`config.mk`:
```
export PLATFORM = sky130hd
export DESIGN_NAME = json_string_escaper
export DESIGN_NICKNAME = d
export VERILOG_FILES = /design/src/rtl/core/jse_pkg.sv /design/src/rtl/core/json_string_escaper.sv /design/src/rtl/core/jse_decode.sv
export VERILOG_INCLUDE_DIRS = /design/src /design/src/rtl/core
export SDC_FILE = /design/constraint.sdc
export NUM_CORES = 1
export LEC_CHECK = 0
export BUFFER_PORTS_ARGS = -buffer_cell sky130_fd_sc_hd__buf_2
export CAP_MARGIN = 10
export CORE_ASPECT_RATIO = 1.2
export CORE_MARGIN = 2
export CORE_UTILIZATION = 40
export DETAILED_ROUTE_END_ITERATION = 10
export PLACE_DENSITY = 0.65
export SLEW_MARGIN = 20
export SYNTH_ARGS = -nofsm -noshare
export SYNTH_HDL_FRONTEND = slang
export SYNTH_HIERARCHICAL = 1
export SYNTH_SLANG_ARGS = --single-unit
```
`constraint.sdc`:
```
create_clock -name clk_i -period 9.6 [get_ports clk_i]
set_input_delay 0.48 -clock clk_i [delete_from_list [all_inputs] [get_ports clk_i]]
set_output_delay 0.48 -clock clk_i [all_outputs]
set_load 0.02 [all_outputs]
```
`src/rtl/core/json_string_escaper_macros.svh`:
```
// assertion macros used by the escaper rtl
`ifndef JSON_STRING_ESCAPER_MACROS_SVH
`define JSON_STRING_ESCAPER_MACROS_SVH

`ifndef SYNTHESIS

// property must hold at every clock edge outside reset
`define JSE_ASSERT(name, prop, msg) \
  name: assert property (@(posedge clk_i) disable iff (!rst_ni) (prop)) \
    else $error(msg);

// condition must never be seen outside reset
`define JSE_ASSERT_NEVER(name, cond, msg) \
  name: assert property (@(posedge clk_i) disable iff (!rst_ni) !(cond)) \
    else $error(msg);

`else

`define JSE_ASSERT(name, prop, msg)
`define JSE_ASSERT_NEVER(name, cond, msg)

`endif

`endif

```
`src/rtl/core/jse_pkg.sv`:
```
package jse_pkg;

  typedef enum logic [1:0] {
    CMD_START = 2'd0,
    CMD_DATA  = 2'd1,
    CMD_END   = 2'd2
  } cmd_e;

  localparam int unsigned SEQ_MAX   = 6;
  localparam int unsigned SEQ_CNT_W = $clog2(SEQ_MAX + 1);

  // characters used by the escapes
  localparam logic [7:0] CH_QUOTE  = 8'h22;
  localparam logic [7:0] CH_BSLASH = 8'h5C;
  localparam logic [7:0] CH_SLASH  = 8'h2F;
  localparam logic [7:0] CH_B      = 8'h62;
  localparam logic [7:0] CH_F      = 8'h66;
  localparam logic [7:0] CH_N      = 8'h6E;
  localparam logic [7:0] CH_R      = 8'h72;
  localparam logic [7:0] CH_T      = 8'h74;
  localparam logic [7:0] CH_U      = 8'h75;
  localparam logic [7:0] CH_ZERO   = 8'h30;

  // raw control bytes with short escapes, plus DEL and space that bound the rest
  localparam logic [7:0] RAW_BS  = 8'h08;
  localparam logic [7:0] RAW_TAB = 8'h09;
  localparam logic [7:0] RAW_LF  = 8'h0A;
  localparam logic [7:0] RAW_FF  = 8'h0C;
  localparam logic [7:0] RAW_CR  = 8'h0D;
  localparam logic [7:0] RAW_DEL = 8'h7F;
  localparam logic [7:0] RAW_SP  = 8'h20;

  typedef struct packed {
    logic [1:0] cmd;
    logic [7:0] in_byte;
  } in_t;

  typedef struct packed {
    logic [7:0] out_byte;
    logic       run_last;
    logic       string_done;
  } out_t;

  typedef struct packed {
    logic [SEQ_MAX-1:0][7:0] bytes;
    logic [SEQ_CNT_W-1:0]    count;
    logic                    done;
  } seq_t;

  function automatic logic [7:0] hex_lower(input logic [3:0] nib);
    logic [7:0] ext;
    ext = {4'h0, nib};
    if (nib < 4'd10) begin
      return CH_ZERO + ext;
    end else begin
      return 8'h57 + ext;
    end
  endfunction

endpackage

```
`src/rtl/core/json_string_escaper.sv`:
```
// an accepted item is held in the input register s1_q, then moves into the output byte shifter
// once that is free; throughput: one output byte per cycle while out_stall_i is low; a plain
// byte, start or end gives one output byte, a two-character escape two bytes and a \u00xx
// escape six bytes, drained by the output byte shifter; unused commands give no output bytes
// reset: clears the input and output valid state only, no clearing pass
`include "json_string_escaper_macros.svh"

module json_string_escaper (
  input  logic          clk_i,
  input  logic          rst_ni,
  input  logic          in_valid_i,
  output logic          in_stall_o,
  input  jse_pkg::in_t  in_i,
  output logic          out_valid_o,
  input  logic          out_stall_i,
  output jse_pkg::out_t out_o
);

  logic                              s1_valid_q, s1_valid_d;
  jse_pkg::in_t                      s1_q;
  logic [jse_pkg::SEQ_MAX-1:0][7:0]  seq_q, seq_d;
  logic [jse_pkg::SEQ_CNT_W-1:0]     cnt_q, cnt_d;
  logic                              done_q, done_d;
  jse_pkg::seq_t                     dec;
  logic                              in_accept, out_pop, exp_free, s1_move;

  jse_decode u_decode (
    .item_i (s1_q),
    .seq_o  (dec)
  );

  assign out_valid_o = (cnt_q != '0);
  assign out_pop     = out_valid_o && !out_stall_i;
  // shifter is free when empty or its last byte leaves this cycle
  assign exp_free    = (cnt_q == '0) ||
                       (cnt_q == jse_pkg::SEQ_CNT_W'(1) && !out_stall_i);
  assign s1_move     = s1_valid_q && exp_free;
  assign in_stall_o  = s1_valid_q && !exp_free;
  assign in_accept   = in_valid_i && !in_stall_o;

  assign out_o.out_byte    = seq_q[0];
  assign out_o.run_last    = (cnt_q == jse_pkg::SEQ_CNT_W'(1));
  assign out_o.string_done = done_q;

  always_comb begin
    s1_valid_d = s1_valid_q;
    if (in_accept) begin
      s1_valid_d = 1'b1;
    end else if (s1_move) begin
      s1_valid_d = 1'b0;
    end
  end

  always_comb begin
    cnt_d  = cnt_q;
    seq_d  = seq_q;
    done_d = done_q;
    if (s1_move) begin
      cnt_d  = dec.count;
      seq_d  = dec.bytes;
      done_d = dec.done;
    end else if (out_pop) begin
      cnt_d = cnt_q - jse_pkg::SEQ_CNT_W'(1);
      seq_d = {8'h00, seq_q[jse_pkg::SEQ_MAX-1:1]};
    end
  end

  always_ff @(posedge clk_i or negedge rst_ni) begin
    if (!rst_ni) begin
      s1_valid_q <= 1'b0;
      cnt_q      <= '0;
    end else begin
      s1_valid_q <= s1_valid_d;
      cnt_q      <= cnt_d;
    end
  end

  always_ff @(posedge clk_i) begin
    if (in_accept) begin
      s1_q <= in_i;
    end
    seq_q  <= seq_d;
    done_q <= done_d;
  end

  `JSE_ASSERT_NEVER(a_cnt_range, cnt_q > jse_pkg::SEQ_CNT_W'(jse_pkg::SEQ_MAX), "byte count out of range")

  `JSE_ASSERT(a_done_is_quote, out_valid_o && out_o.string_done |-> out_o.run_last && out_o.out_byte == jse_pkg::CH_QUOTE, "string end not on a closing quote")

  `JSE_ASSERT(a_no_gap, out_pop && !out_o.run_last |=> out_valid_o, "gap inside an escape sequence")

  `JSE_ASSERT(a_move_gives_output, s1_move && (s1_q.cmd == jse_pkg::CMD_START || s1_q.cmd == jse_pkg::CMD_DATA || s1_q.cmd == jse_pkg::CMD_END) |=> out_valid_o, "item lost on its way to the output")

  `JSE_ASSERT(a_stall_blocks_input, in_stall_o |-> s1_valid_q && out_valid_o, "input stalled with nothing pending")

endmodule

```
`src/rtl/core/jse_decode.sv`:
```
module jse_decode (
  input  jse_pkg::in_t  item_i,
  output jse_pkg::seq_t seq_o
);

  always_comb begin
    seq_o = '0;
    case (item_i.cmd)
      jse_pkg::CMD_START: begin
        seq_o.bytes[0] = jse_pkg::CH_QUOTE;
        seq_o.count    = jse_pkg::SEQ_CNT_W'(1);
      end
      jse_pkg::CMD_END: begin
        seq_o.bytes[0] = jse_pkg::CH_QUOTE;
        seq_o.count    = jse_pkg::SEQ_CNT_W'(1);
        seq_o.done     = 1'b1;
      end
      jse_pkg::CMD_DATA: begin
        seq_o.bytes[0] = jse_pkg::CH_BSLASH;
        seq_o.count    = jse_pkg::SEQ_CNT_W'(2);
        case (item_i.in_byte)
          jse_pkg::CH_QUOTE:  seq_o.bytes[1] = jse_pkg::CH_QUOTE;
          jse_pkg::CH_BSLASH: seq_o.bytes[1] = jse_pkg::CH_BSLASH;
          jse_pkg::CH_SLASH:  seq_o.bytes[1] = jse_pkg::CH_SLASH;
          jse_pkg::RAW_BS:    seq_o.bytes[1] = jse_pkg::CH_B;
          jse_pkg::RAW_FF:    seq_o.bytes[1] = jse_pkg::CH_F;
          jse_pkg::RAW_LF:    seq_o.bytes[1] = jse_pkg::CH_N;
          jse_pkg::RAW_CR:    seq_o.bytes[1] = jse_pkg::CH_R;
          jse_pkg::RAW_TAB:   seq_o.bytes[1] = jse_pkg::CH_T;
          default: begin
            if (item_i.in_byte < jse_pkg::RAW_SP || item_i.in_byte == jse_pkg::RAW_DEL) begin
              // remaining control bytes as \u00xx
              seq_o.bytes[1] = jse_pkg::CH_U;
              seq_o.bytes[2] = jse_pkg::CH_ZERO;
              seq_o.bytes[3] = jse_pkg::CH_ZERO;
              seq_o.bytes[4] = jse_pkg::hex_lower(item_i.in_byte[7:4]);
              seq_o.bytes[5] = jse_pkg::hex_lower(item_i.in_byte[3:0]);
              seq_o.count    = jse_pkg::SEQ_CNT_W'(6);
            end else begin
              seq_o.bytes[0] = item_i.in_byte;
              seq_o.count    = jse_pkg::SEQ_CNT_W'(1);
            end
          end
        endcase
      end
      default: begin
        // unused command gives no output
        seq_o = '0;
      end
    endcase
  end

endmodule
```
After elaboration in Yosys (flattened, before gate mapping)
Index checks and enable logic that the tools add are counted.
W data, S select, Z words.
{"block": "totals", "ff_bits": 63, "in_bits": 14, "output_inout_bits": 12, "elab_cells": 65}
{"block": "op_classes", "addsub": 5, "magnitude_cmp": 3, "eq_ne": 12, "mux": 17, "reduce_logical": 17}
{"op": "$mux W48", "count": 2}
{"op": "$mux W40", "count": 2}
{"op": "$pmux W8 S8", "count": 1}
{"op": "$eq A8 B4 Y1 const B", "count": 5}
{"op": "$mux W32", "count": 1}
{"op": "$mux W8", "count": 3}
{"op": "$pmux W11 S2", "count": 1}
{"op": "$add A7 B4 Y8 const A", "count": 2}
{"op": "$eq A8 B6 Y1 const B", "count": 2}
{"op": "$eq A8 B7 Y1 const B", "count": 2}
{"op": "$add A6 B4 Y7 const A", "count": 2}
{"op": "$mux W11", "count": 1}
{"op": "$mux W3", "count": 3}
{"op": "$lt A4 B4 Y1 const B", "count": 2}
{"op": "$lt A8 B6 Y1 const B", "count": 1}
{"op": "$reduce_or A8 Y1", "count": 1}
{"op": "$logic_and A1 B1 Y1", "count": 5}
{"op": "$reduce_bool A2 Y1", "count": 2}
{"op": "$eq A3 B1 Y1 const B", "count": 1}
{"op": "$logic_not A1 Y1", "count": 3}
{"op": "$logic_not A3 Y1", "count": 1}
{"op": "$mux W1", "count": 3}
{"op": "$reduce_bool A3 Y1", "count": 1}
{"op": "$sub A3 B1 Y3 const B", "count": 1}
{"op": "5 further kinds", "count": 6}

Logic depth before layout (Yosys ltp)
Gate-level depths: netlist (run 1).
{"block": "depth", "word_depth": 8, "depth_mapped": 11, "ltp_nobuf": 9}

By module
Netlist (run 1), hierarchy kept.
{"module": "json_string_escaper", "instances": 1, "cells_per_inst": 156, "area_per_inst_um2": 2692.6, "seq_area_each_um2": 1871.8}
{"module": "jse_decode", "instances": 1, "cells_per_inst": 108, "area_per_inst_um2": 805.8, "seq_area_each_um2": 0.0}

Least setup slack after synthesis (run 1)
OpenSTA, ideal clock, no wires.
{"block": "synth_path", "path_type": "register -> register", "from": "register cnt_q[0] in the netlist's numbering", "to": "register cnt_q[0] in the netlist's numbering", "arrival_ns": 3.925, "required_ns": 9.500, "setup_slack_ns": 5.575, "path_stages_with_launch": 7, "synth_period_minus_slack_ns": 4.025, "path_cell_list": "dfrtp_1 -> inv_1 -> ha_1 -> nand2b_1 -> a21oi_1 -> o21ai_0 -> a21oi_1"}
{"item": "from (decl)", "line": "json_string_escaper.sv:22", "text": "logic [jse_pkg::SEQ_CNT_W-1:0] cnt_q, cnt_d;"}
{"item": "from (signal assigned)", "line": "json_string_escaper.sv:74", "text": "cnt_q <= cnt_d;"}
{"item": "$reduce_bool A3 Y1", "line": "json_string_escaper.sv:32", "text": "assign out_valid_o = (cnt_q != '0);"}
{"item": "named net out_valid_o", "line": "json_string_escaper.sv:14", "text": "output logic out_valid_o,"}
{"item": "$logic_and A1 B1 Y1", "line": "json_string_escaper.sv:33", "text": "assign out_pop = out_valid_o && !out_stall_i;"}
{"item": "$reduce_bool A2 Y1 (no line)"}
The timed path passes the listed nets, and every way through them passes these cells. The select of a mux whose other input is x is not followed.
A chain may end at the register's enable or synchronous reset.

==> out/summary.md, run 1 <==
The flow ran to the end, and the final reports show no timing, DRC or antenna violations. The worst setup path is captured at a register. Number of antenna violations at the first check in global routing: 0.

Sorting the synthesized cells by area gives the leading types as edfxtp_1 (51%), mux2_2 (13%), buf_4 (7.1%), ha_1 (4.3%), dfrtp_1 (2.9%). The number of unique standard cell types used by synthesis was 52; the parity-gate share of the synthesized area counting xor and xnor cells was 0.250%. Of the cells placed in the final design, the portion with a size suffix greater than 1 is 35.4%. Wire segments on met3 add up to 250 um in the final route. Total clock buffers created by CTS: 9. The HPWL after detailed placement is 3.84 mm.

The first global-routing pass estimated 9.32 mm of wire. Number of global-route vias before repair: 1,930. Pin placement for this block handled 26 I/O pins. In this run the vertical extent of the chip is 106 um. Detailed routing inserted a total of 1,907 vias. The area growth from synthesis to layout is 7.22%.

Sequential cells were found to cover 53.5% of the synthesized design area. The DRC marker count from the first detailed-route iteration was 128. Setup repair after global routing left no endpoint under its margin. The tools report the worst hold-check slack as 314 ps. The mapped cell area is 0.00350 sq mm. Grouping stages by cell kind, the critical path spends the most delay in simple AND/OR/NAND/NOR gates. The combinational family with the most area after synthesis was multiplexers. Measured against its own limit, the worst slew margin works out to 54.2%.

After synthesis the netlist holds a flip-flop and latch count of 63. No sink is reached through more buffers than the 2 on the longest clock path. For this design the ratio of total power to cell area is 294 mW/mm^2. Across every metal layer, demand over resource in global routing totals 13.2%. Dividing the detail-routed via count by the number of cells gives 4.74. Based on the critical path, the design can be clocked at up to 0.367 GHz.

The tool flagged a number of max-cap violations equal to 0. The tools report the detailed-route DRC error count as 0. The logs give 0.00852 sq mm for the core area and 2.53 mm for the total routed wire length on the met1 layer. The total iterations of the first detailed-routing run was 4; the final max-slew violation count was 0. The path class of the tightest hold or removal check is input port to register.

The floorplan step defined a die boundary enclosing 0.00951 sq mm. The run gives 0.00148 uW as the leakage component of the power. The clock-pin slew of the registers on the worst-case setup and hold paths is 70 ps, and the clock latency on the worst-skew pair is 340 ps. Fill cells in the final layout number 815. After detailed routing, the average wire length per cell comes to 13.9 um. The number of buffers and inverters on the critical path was 1. The tools report the sequential cell area in the final layout as 0.00187 sq mm. The floorplan step set the die width to 89.4 um. The number of H-tree branching levels was 3. For this run, the leading register cell type out of synthesis is edfxtp_1. The endpoint arrival time on the critical path is 2930 ps, and the shortest clock period the worst path allows after layout is 2720 ps. The number of clock sinks seen by CTS is 63. The portion of synthesized area spent on multiplexers is 13.5%.

The fraction of the mapped netlist area in simple logic gates is 10.9%. Highest layer used for signal routing: met4. The kind of start point of the critical path was a register.

For this run, the slowest stage of the critical path takes 820 ps. The setup skew after layout came out at 5.91 ps. The final count of hold timing violations is 0, and the post-synthesis adder-cell area fraction is 4.29%.

Summed over all instances, the cell type with the most area after synthesis is edfxtp_1. 0 antenna diodes ended up in the layout. The logs give 2.70 mm for the detailed route wirelength on metal2 and 9810 ps for the required arrival time at the worst endpoint.

The detail route stage leaves a number of antenna-violating nets equal to 0. In this run the biggest area consumer among cell types represents 50.6% of the synthesized area. Summing the areas of all compound-gate instances in the mapped netlist gives 7.58% of the synthesized area. The post-synthesis area per instance was 13.3 sq um.

The setup path with the least slack is of type register to register. The count of buffers added on input and output ports is 25. After technology mapping, the gate count stands at 264. The starting utilization of the core area is 41.1%, and the portion of the clock cycle consumed by the worst path in the final layout is 28.4%. The number of flops mapped to enable cells by yosys came out at 59. The run gives 0 ps as the final total negative setup slack. After synthesis, the share of flip-flops with an asynchronous set or reset is 6.35%. The logs give 0 for the final count of negative-setup-slack endpoints and 0.00135 sq mm for the total area of multi-input combinational cells.

The signal on the critical path passes through inv_1 > ha_1 > o31ai_4 > nand3b_4 > or4b_1 > nor4b_2 > and2_1. VDD sags by at most 0.000193 V. TritonCTS built the clock tree.

The buffer cell driving the clock tree root was clkbuf_8. Slowest cell on the critical path: or4b_1. The number of placement rows was 37; the maximum number of pins on one net before global-route repair was 54. The tools report the global-route congestion overflow total as 0. The congestion estimate from routability-driven global placement came to 0.945. The largest fanout of any net on the critical path works out to 14. The net count reported at finish is 306, and the count of synthesis-stage warnings from yosys is 6.

Wires add up to 5.59 mm. At the pin with the least slew margin, the transition time is 687 ps.
[worst paths after layout]
kind	from	to	slack, ps	cells past startpoint
hold / removal	in_i[1]	s1_q[1]	310	1
max in group asynchronous	rst_ni	cnt_q[0]	9000	2
min in group asynchronous	rst_ni	s1_valid_q	470	2
setup reg to reg	s1_q[1]	seq_q[43]	6880	7
setup / recovery	s1_q[1]	seq_q[43]	6880	7
hold reg to reg	cnt_q[1]	cnt_q[1]	550	2
[final cells by class]
class,count,share of cell area (%)
multi-input combinational,164,36.0
clock inverter,6,1.37
tap,117,3.90
sequential,63,49.9
clock buffer,10,3.40
inverter,14,1.40
timing repair buffer,28,4.00
[worst reg2reg max path, cell delays in order (launching register included)]
cell and delay (ps):
edfxtp_1 450, inv_1 150, ha_1 280, o31ai_4 310, nand3b_4 130, or4b_1 820
nor4b_2 300, and2_1 150
[sequential cells by signal (all words and copies together) (netlist names)]
name        flops
cnt_q           3
s1_valid_q      1
seq_q          40
done_q          1
s1_q           10
out_o           8
[layout by cell type, fill, tap and decap left out, drive strengths merged, types with 2 or more instances in the layout]
cell,count
a211oi,2
o31ai,3
edfxtp,59
inv,14
dfrtp,4
mux2,41
nor3,4
a31oi,2
o21a,3
nor2,11
buf,27
conb,17
nor2b,10
o21ai,8
and3,2
nand2,3
clkinv,5
clkbuf,10
nor3b,2
and2,11
nand2b,5
ha,12
a21oi,9
[stage by stage]
step	area [sq um]	util, %	power [uW]	cells	setup WS [ps]
CTS	3750	44.0	1120	402	6850
finish	3750	44.0	1100	402	6880
global route	3750	44.0	1180	402	6720
global placement	3560	41.8	891	385	6960
floorplan	3560	-	846	280	5570
detailed placement	3560	41.8	901	385	6880
[synthesized netlist by cell type, types with 2 or more instances]
| cell | instances |
|---|---|
| inv_1 | 9 |
| mux2_2 | 41 |
| o21ai_0 | 6 |
| nor2b_2 | 2 |
| nor3b_1 | 2 |
| nand2_1 | 3 |
| buf_6 | 3 |
| a31oi_1 | 2 |
| nor2_1 | 8 |
| dfrtp_1 | 4 |
| nor3_1 | 4 |
| o31ai_1 | 2 |
| nor2_2 | 3 |
| clkbuf_1 | 2 |
| nand2b_1 | 5 |
| and2_1 | 11 |
| o21a_1 | 3 |
| a21oi_1 | 8 |
| buf_4 | 33 |
| nor2b_1 | 8 |
| ha_1 | 12 |
| inv_2 | 5 |
| edfxtp_1 | 59 |
[cell families after synthesis]
family,Yosys count
buffers and inverters,53
XOR/XNOR,1
AND/OR/NAND/NOR,58
multiplexers,42
AO/OA/AOI/OAI,34
other,1
adder cells (fa/ha/maj),12
flip-flops,63
[layer usage]
metal	GRT usage (%)	vias to the layer above
met1	17.5	921
met4	6.08	0
li1	-	938
met5	0	-
met2	19.9	39
met3	3.73	9
[power by group]
| part | total [uW] | internal [uW] | leakage, uW | switching, uW |
|---|---|---|---|---|
| clock network | 214 | 116 | 0.0000925 | 97.5 |
| logic | 382 | 174 | 0.000753 | 208 |
| registers | 508 | 462 | 0.000634 | 46.6 |
| total | 1100 | 753 | 0.00148 | 352 |
[timing repair]
item                      4_1_cts  5_1_grt
buffers inserted                0        0
resized for setup               0        0
hold endpoints to repair        4        0
hold buffers                    1        0
(Power assumes the default switching activity.)
==> run 2, diff against run 1 <==
--- a/config.mk
+++ b/config.mk
@@ -6,6 +6,7 @@
 export SDC_FILE = /design/constraint.sdc
 export NUM_CORES = 1
 export LEC_CHECK = 0
+export ABC_AREA = 1
 export BUFFER_PORTS_ARGS = -buffer_cell sky130_fd_sc_hd__buf_2
 export CAP_MARGIN = 10
 export CORE_ASPECT_RATIO = 1.2
==> constraint.sdc (replaced) <==
create_clock -name clk_i -period 2.8 [get_ports clk_i]
set_input_delay 0.14 -clock clk_i [delete_from_list [all_inputs] [get_ports clk_i]]
set_output_delay 0.14 -clock clk_i [all_outputs]
set_load 0.02 [all_outputs]
==> run 2 against run 1 <==
Net effect:
- die area increased by 6.7%
- sequential share of layout area fell by 4.1 points
- non-clock buffer count is 10 higher
- via count rose by 37%
- hold slack lost 300 ps
- synthesized cell count grew 66%
- largest cell class unchanged
==> out/summary.md, run 2 <==
Traced cell by cell, the critical path runs through inv_1 > ha_1 > nand3_1 > inv_1 > nand2_1 > nand2_1 > nor2_4 > nand4_4 > nor2_1 > inv_1 > nor2_1. The number of unique standard cell types used by synthesis was 25 (-52%); the number of antenna violations at the first check in global routing was 0 (unchanged). The number of flops mapped to enable cells by yosys was 59 (unchanged).

The tools report the number of hold-repair buffers added at the cts stage as 11 (+10). The mapped cell area came out at 0.00374 sq mm (+7.0%). The cell count of the worst hold path was 3 (+2). The global-route congestion overflow total was 0 (unchanged); the number of global-route vias before repair was 2,543 (+32%). For the endpoint arrival time on the critical path, the log shows 2370 ps (-560 ps). The die span in x works out to 92.3 um (+3.3%). The average wire length per cell after detail routing is 11.8 um (-16%). The logs give 26 (unchanged) for the top-level I/O count and 0 ps (unchanged) for the final total negative setup slack. After synthesis, the cell types taking the most area are edfxtp_1 (47%), nand2_1 (17%), buf_4 (6.8%), nor2_1 (4.4%), inv_1 (4.3%).

For the number of cells produced by synthesis, the log shows 437 (+66%). Kind of critical path: register to register. The leading area contributor after synthesis was edfxtp_1.

TritonCTS built the clock tree. The number of flip-flops under the largest register name is 40 (unchanged), and the max-cap violation count is 0 (unchanged). For the total number of vias, the log shows 2,620 (+37%). The cell depth of the worst flop-to-flop path was 11 (+4). The most common cell after layout, fill and taps aside was nand2_1. The detailed-route DRC error count is 0 (unchanged), and the remaining number of nets flagged by the antenna check after routing is 0 (unchanged).

The logs give 4.74 mm (+24%) for the HPWL after detailed placement and 0 (unchanged) for the final count of hold timing violations. The final count of negative-setup-slack endpoints came out at 0 (unchanged). The delay contributed by the slowest stage of the critical path is 430 ps (-390 ps), and the worst hold-check slack is 13.1 ps (-301 ps). The post-synthesis area per instance works out to 8.57 sq um (-35%).

The critical path starts at s1_q[0]. The commonest cells after synthesis are nand2_1 (167), edfxtp_1 (59), nor2_1 (44). Share of flip-flops with an asynchronous set or reset: 6.35% (unchanged). Number of H-tree branching levels: 3 (unchanged). The top cell types in the final layout, fill and taps aside, are nand2_1 (167), edfxtp_1 (59), nor2_1 (44).

The run gives 0.00200 uW (+35%) as the leakage component of the power. In this run the critical register-to-register path is captured at seq_q[46]. The area share of the largest cell type after synthesis was 47.3% (-3.3 points); the top achievable clock speed was 0.460 GHz (+25%). The power per cell area was 1020 mW/mm^2 (+250%).

For the largest vdd supply drop, the log shows 0.000808 V (+320%). Beginning of the worst hold path: in_valid_i. The number of clock sinks seen by CTS was 63 (unchanged); the number of filler cells placed in the layout was 889 (+9.1%). The sequential-to-total area share from yosys stat was 50.0% (-3.5 points); the portion of the clock cycle consumed by the worst path in the final layout was 77.6% (+49 points). The end point of the worst hold path is s1_valid_q. The starting utilization of the core area was 41.2% (+0.15 points). The setup skew after layout was 7.51 ps (+1.60 ps).

The worst setup path is captured at a register. The buffer count from post-CTS setup fixing is 0 (unchanged). The y dimension of the die was 110 um (+3.3%). The overall track demand over capacity in global routing is 15.0% (+1.8 points), and the utilization of the core after routing is 45.0% (+0.99 points). The logs give 2 (unchanged) for the number of buffers between clock root and the deepest sink and 3000 ps (-6810 ps) for the required arrival time at the worst endpoint. The buffer cell driving the clock tree root is clkbuf_8. Most frequent cell after synthesis: nand2_1.

The quantity of I/O buffers inserted on ports is 25 (unchanged), and the DRC marker count from the first detailed-route iteration is 206 (+61%). The average via count per standard cell was 4.46 (-5.9%). seq_q holds more flip-flops than any other register.

The routed wire length is 6.90 mm (+23%), and the total iterations of the first detailed-routing run is 4 (unchanged). The flow ran to the end, and the final reports show no timing, DRC or antenna violations. The core area was 0.00908 sq mm (+6.6%); the total inserted antenna cells was 0 (unchanged). Maximum number of pins on one net before global-route repair: 42 (-22%). The area enclosed by the die boundary was 0.0102 sq mm (+6.7%); the number of buffers and inverters on the critical path was 3 (+2).

The shortest clock period the worst path allows after layout came out at 2170 ps (-550 ps). Among all flip-flop cells after synthesis, the most frequent one is edfxtp_1. The flop and latch count out of synthesis came out at 63 (unchanged). The count of cells resized by post-cts repair is 0 (unchanged), and the clock-pin slew of the registers on the worst-case setup and hold paths is 70 ps (about the same). On the critical path the largest part of the delay comes from simple AND/OR/NAND/NOR gates.

Setup repair after global routing left no endpoint under its margin. For the wire length of the first global-routing pass, the log shows 11.7 mm (+26%). For the setup slack of the worst register-to-register path, the log shows 630 ps (-6250 ps). The slowest stage of the critical path is the edfxtp_1 cell. The count of synthesis-stage warnings from yosys is 6 (unchanged). The kind of start point of the critical path is a register. Largest fanout of any net on the critical path: 13 (-1).

The tools report the clock latency on the worst-skew pair as 350 ps (about the same). The number of placement rows came out at 38 (+2.7%). By instance count, the cell type seen most on the critical path is inv_1. The fraction of final layout cells sized beyond drive strength 1 was 15.4% (-20 points); the final max-slew violation count was 0 (unchanged). Total clock buffers created by CTS: 9 (unchanged).

Routability congestion estimate: 0.892 (-5.6%). Area growth from synthesis to layout: 9.22%. The worst hold path belongs to the class input port to register. The net count reported at finish was 488 (+59%). In this run the critical register-to-register path is launched from s1_q[0].
-- run 2: cell types whose count changed after synthesis, moves of 11 or more --
| cell | delta |
|---|---|
| and2_1 | -11 |
| inv_1 | +34 |
| mux2_2 | -41 |
| nand2_1 | +164 |
| nand3_1 | +20 |
| nor2_1 | +36 |
-- run 2: per-stage QoR --
| step | power (uW) | worst slack (ps) | std cells | cell area [sq um] |
|---|---|---|---|---|
| finish | 4160 | 628 | 587 | 4090 |
| global route | 4490 | 442 | 587 | 4090 |
| CTS | 4210 | 629 | 587 | 4090 |
| detailed placement | 3390 | 644 | 560 | 3780 |
| global placement | 3350 | 649 | 560 | 3780 |
| floorplan | 3180 | 464 | 453 | 3800 |
-- run 2: per-layer routing --
metal | GRT usage [%] | vias up | share of wire, %
met3 | 2.65 | 12 | 3.9
li1 | - | 1359 | -
met2 | 25.8 | 55 | 49
met4 | 8.53 | 0 | 1.9
met1 | 17.8 | 1194 | 45
met5 | 0 | - | 0
-- run 2: how the worst max path moves through the flow --
stage / cells past startpoint / slack (ps) / to
final: 11 / 630 / seq_q[46]
after global routing: 11 / 440 / seq_q[46]
after CTS: 11 / 630 / seq_q[46]
after detailed placement: 11 / 640 / seq_q[41]
after global placement: 14 / 650 / cnt_q[1]
after floorplan: 6 / 460 / out_o[2]
-- run 2: logic make-up (layout without fill, tap and decap cells) --
logic type	count (synthesis)	after routing	share of synthesized area (%)
compound gates	10	10	1.44
xor+xnor	3	3	0.702
fa+ha+maj	12	12	4.01
buf+inv	95	109	14.2
flops	63	63	50.0
other cells	1	17	0.100
simple gates	253	253	29.5
-- run 2: final cells by class --
type	count	area, sq um	area share, %
sequential	63	1870	45.8
clock buffer	9	124	3.03
timing repair buffer	38	263	6.43
multi-input combinational	295	1400	34.2
inverter	55	209	5.11
clock inverter	7	71.3	1.74
tap	120	150	3.67
-- run 2: where the power goes --
part	leakage [uW]	switching, uW	internal, uW
Sequential	0.000640	182	1660
Combinational	0.00126	1050	475
Clock	0.0000953	385	412
Total	0.00200	1610	2550
-- run 2: worst reg2reg max path, stage by stage, from the launching register on --
cell      delay, ps
edfxtp_1        430
inv_1           130
ha_1            240
nand3_1         140
inv_1            60
nand2_1          90
nand2_1         120
nor2_4          170
nand4_4         310
nor2_1          190
inv_1            50
nor2_1           90
==> run 3, diff against run 2 <==
==> constraint.sdc (replaced) <==
create_clock -name clk_i -period 2 [get_ports clk_i]
set_input_delay 0.1 -clock clk_i [delete_from_list [all_inputs] [get_ports clk_i]]
set_output_delay 0.1 -clock clk_i [all_outputs]
set_load 0.02 [all_outputs]
==> run 3 against run 2 <==
Net effect:
- total power increased by 52%
- global-route usage increased by 0.51 points
- design area increased by 13%
- largest power group is now combinational logic
- critical path depth increased by 1
- sequential power increased by 38%
- worst setup slack got worse by 530 ps
- clock power increased by 50%
- non-clock buffer count increased by 40
- routed wire length increased by 8.8%
- sequential share of layout area decreased by 5.3 points
- largest cell class unchanged
- die area unchanged
- count of clock-buffer cells in the layout increased by 1
- critical path type unchanged
==> out/summary.md, run 3 (synthesized netlist as in run 2, its figures left out) <==
The net count reported at finish was 529 (+8.4%). The number of clock sinks seen by CTS was 63 (unchanged); the final count of negative-setup-slack endpoints was 0 (unchanged). Y dimension of the die: 110 um (unchanged).

The largest fanout of any net on the critical path was 5 (-8); the portion of the clock cycle consumed by the worst path in the final layout was 95.3% (+18 points). The run gives 12.2 mm (+4.3%) as the wire length of the first global-routing pass. The internal power component came out at 3970 uW (+56%). For the global routing usage on met2, the log shows 26.2% (+0.42 points).

For the number of cells in the design after placement, the log shows 585 (+4.5%). The run gives 4 (unchanged) as the total iterations of the first detailed-routing run. The min-delay analysis places its worst path in the category input port to async pin.

The fraction of final layout cells sized beyond drive strength 1 is 28.1% (+13 points). The average wire length per cell after detail routing came out at 11.9 um (+1.7%). The top-level I/O count came out at 26 (unchanged).

The tools report the worst hold-check slack as 93.6 ps (+80.5 ps). The run gives 0.000972 V (+20%) as the largest vdd supply drop. The cell sitting at the root of the clock tree is a clkbuf_8.

The routability congestion estimate was 0.986 (+11%); the clock latency on the worst-skew pair was 340 ps (about the same). For the maximum number of pins on one net before global-route repair, the log shows 30 (-29%). The utilization of the core after routing was 50.9% (+5.9 points); the clock-pin slew of the registers on the worst-case setup and hold paths was 70 ps (about the same). For the top achievable clock speed, the log shows 0.524 GHz (+14%).

Setup repair after global routing could not meet its margin everywhere. The final max-slew violation count was 0 (unchanged). The number of global-route vias before repair was 2,670 (+5.0%). Quantity of I/O buffers inserted on ports: 25 (unchanged).

In the layout the commonest cells are nand2_1 (158), edfxtp_1 (59), nor2_1 (39). The power per cell area came out at 1370 mW/mm^2 (+35%). The number of H-tree branching levels is 3 (unchanged).

TritonCTS built the clock tree. The tools report the total number of vias as 2,785 (+6.3%). The final cell area excluding filler cells was 0.00463 sq mm (+13%); the die span in x was 92.3 um (unchanged). The shortest clock period the worst path allows after layout is 1910 ps (-265 ps).

The final count of hold timing violations is 0 (unchanged), and the number of antenna violations at the first check in global routing is 0 (unchanged). The run gives 90 ps (-530 ps) as the setup slack of the worst register-to-register path. In this run the critical register-to-register path is captured at out_o[8]. Average via count per standard cell: 4.43 (-0.64%). The detailed-route DRC error count was 0 (unchanged). The area enclosed by the die boundary is 0.0102 sq mm (unchanged), and the placed instance area is 0.00404 sq mm (+6.8%). The remaining number of nets flagged by the antenna check after routing is 0 (unchanged), and the area growth from synthesis to layout is 23.6%. The number of buffers between clock root and the deepest sink is 2 (unchanged), and the overall power of the completed layout is 6340 uW (+52%).

Global-route congestion overflow total: 0 (unchanged). For the required arrival time at the worst endpoint, the log shows 2100 ps (-900 ps). The busiest layer in global routing was met2. The tools report the max-cap violation count as 0 (unchanged). The critical path starts at s1_q[1]. The number of flip-flops under the largest register name was 40 (unchanged).

The final standard cell count with taps included and fillers excluded was 628 (+7.0%). The run finished with clean final reports. The number of placement rows was 38 (unchanged). The type of destination of the critical path is a register.

The leakage component of the power is 0.00221 uW (+11%), and the switching share of power is 37.3% (-1.4 points). The tools report the share of total power in combinational logic as 40.9% (+4.3 points). The critical path in this run is classified as register to register.

The HPWL after detailed placement is 5.15 mm (+8.6%). The run gives 18.7% (+0.91 points) as the global-route track usage on met1. For the proportion of power drawn by the clock network, the log shows 19.0% (-0.2 points). The overall track demand over capacity in global routing was 15.5% (+0.51 points); the starting utilization of the core area was 41.2% (unchanged).

The register with the most flip-flops was seq_q. The setup skew after layout was 7.01 ps (-0.503 ps); the routed wire length was 7.50 mm (+8.8%). The kind of start point of the critical path is a register. The tools report the worst reg2reg path startpoint as s1_q[1]. The number of filler cells placed in the layout is 842 (-5.3%).

For the fraction of power consumed by sequential logic, the log shows 40.1% (-4.1 points). The logs give 2370 uW (+47%) for the switching component of the power and 3.33% (+0.68 points) for the met3 usage in global routing. The logs give 9 (unchanged) for the total clock buffers created by CTS and 0 (unchanged) for the total inserted antenna cells. The most common cell after layout, fill and taps aside was nand2_1.

The DRC marker count from the first detailed-route iteration came out at 126 (-39%). The cell depth of the worst flop-to-flop path was 12 (+1); the endpoint arrival time on the critical path was 2010 ps (-360 ps). The capture point of the critical path was out_o[8]. The run gives 0.00908 sq mm (unchanged) as the core area.
==> run 3: cell types whose count changed in the layout (fill, tap and decap cells not counted), moves of 5 or more <==
| cell | change |
|---|---|
| ha_1 | -5 |
| nand2_2 | +8 |
| buf_4 | +33 |
| nand2_1 | -9 |
| inv_1 | -5 |
| nor2_2 | +5 |
| nor2_1 | -5 |
==> run 3: metal layers <==
layer  up-vias  routed length [um]
met5         -                   0
met3        23                 346
met2        68                3710
met1      1246                3180
met4         0                 268
li1       1448                   -
==> run 3: per-stage QoR <==
stage	setup TNS, ps	setup slack (ps)
floorplan	-2440	-49.1
global placement	0	128
detailed placement	0	44.5
CTS	0	17.1
global route	-371	-67.5
finish	0	93.2
==> run 3: worst min path at each step <==
| stage | slack (ps) | startpoint | cells after the start | to |
|---|---|---|---|---|
| final | 90 | rst_ni | 2 | cnt_q[2] |
| after global routing | 90 | rst_ni | 2 | cnt_q[0] |
| after CTS | 80 | rst_ni | 2 | s1_valid_q |
| after detailed placement | -80 | rst_ni | 1 | cnt_q[2] |
| after global placement | -80 | rst_ni | 1 | cnt_q[2] |
| after floorplan | -200 | rst_ni | 0 | cnt_q[0] |
==> run 3: power by group through the flow <==
stage / registers, uW / clock network [uW] / logic (uW)
2_1_floorplan: 2540 / 0 / 1950
3_3_place_gp: 2580 / 0 / 2360
3_5_place_dp: 2590 / 0 / 2400
4_1_cts: 2570 / 1230 / 2440
5_1_grt: 2610 / 1280 / 2910
6_report: 2540 / 1200 / 2590
==> run 3: timing repair <==
item	CTS	global route
setup buffers	0	13
hold buffers	13	0
gates resized for setup	0	37
setup endpoints to repair	0	30
endpoints found under the hold margin	16	0
==> run 3: critical path, stage by stage (launching register included) <==
cell and delay [ps]:
edfxtp_1 460, inv_2 110, ha_4 200, nand3_4 80, nor2_1 60, nor2_1 160, nand2_2 110, nor2_4 180
nand2_1 80, nand2_1 70, inv_1 40, nand2_1 60, nand2_1 40
==> run 3: area by class of cell <==
class	count	area, sq um	share of cell area, %
clock inverter	6	85.1	1.84
inverter	55	213	4.60
clock buffer	10	128	2.76
timing repair buffer	78	622	13.4
multi-input combinational	296	1560	33.6
tap	120	150	3.25
sequential	63	1870	40.5
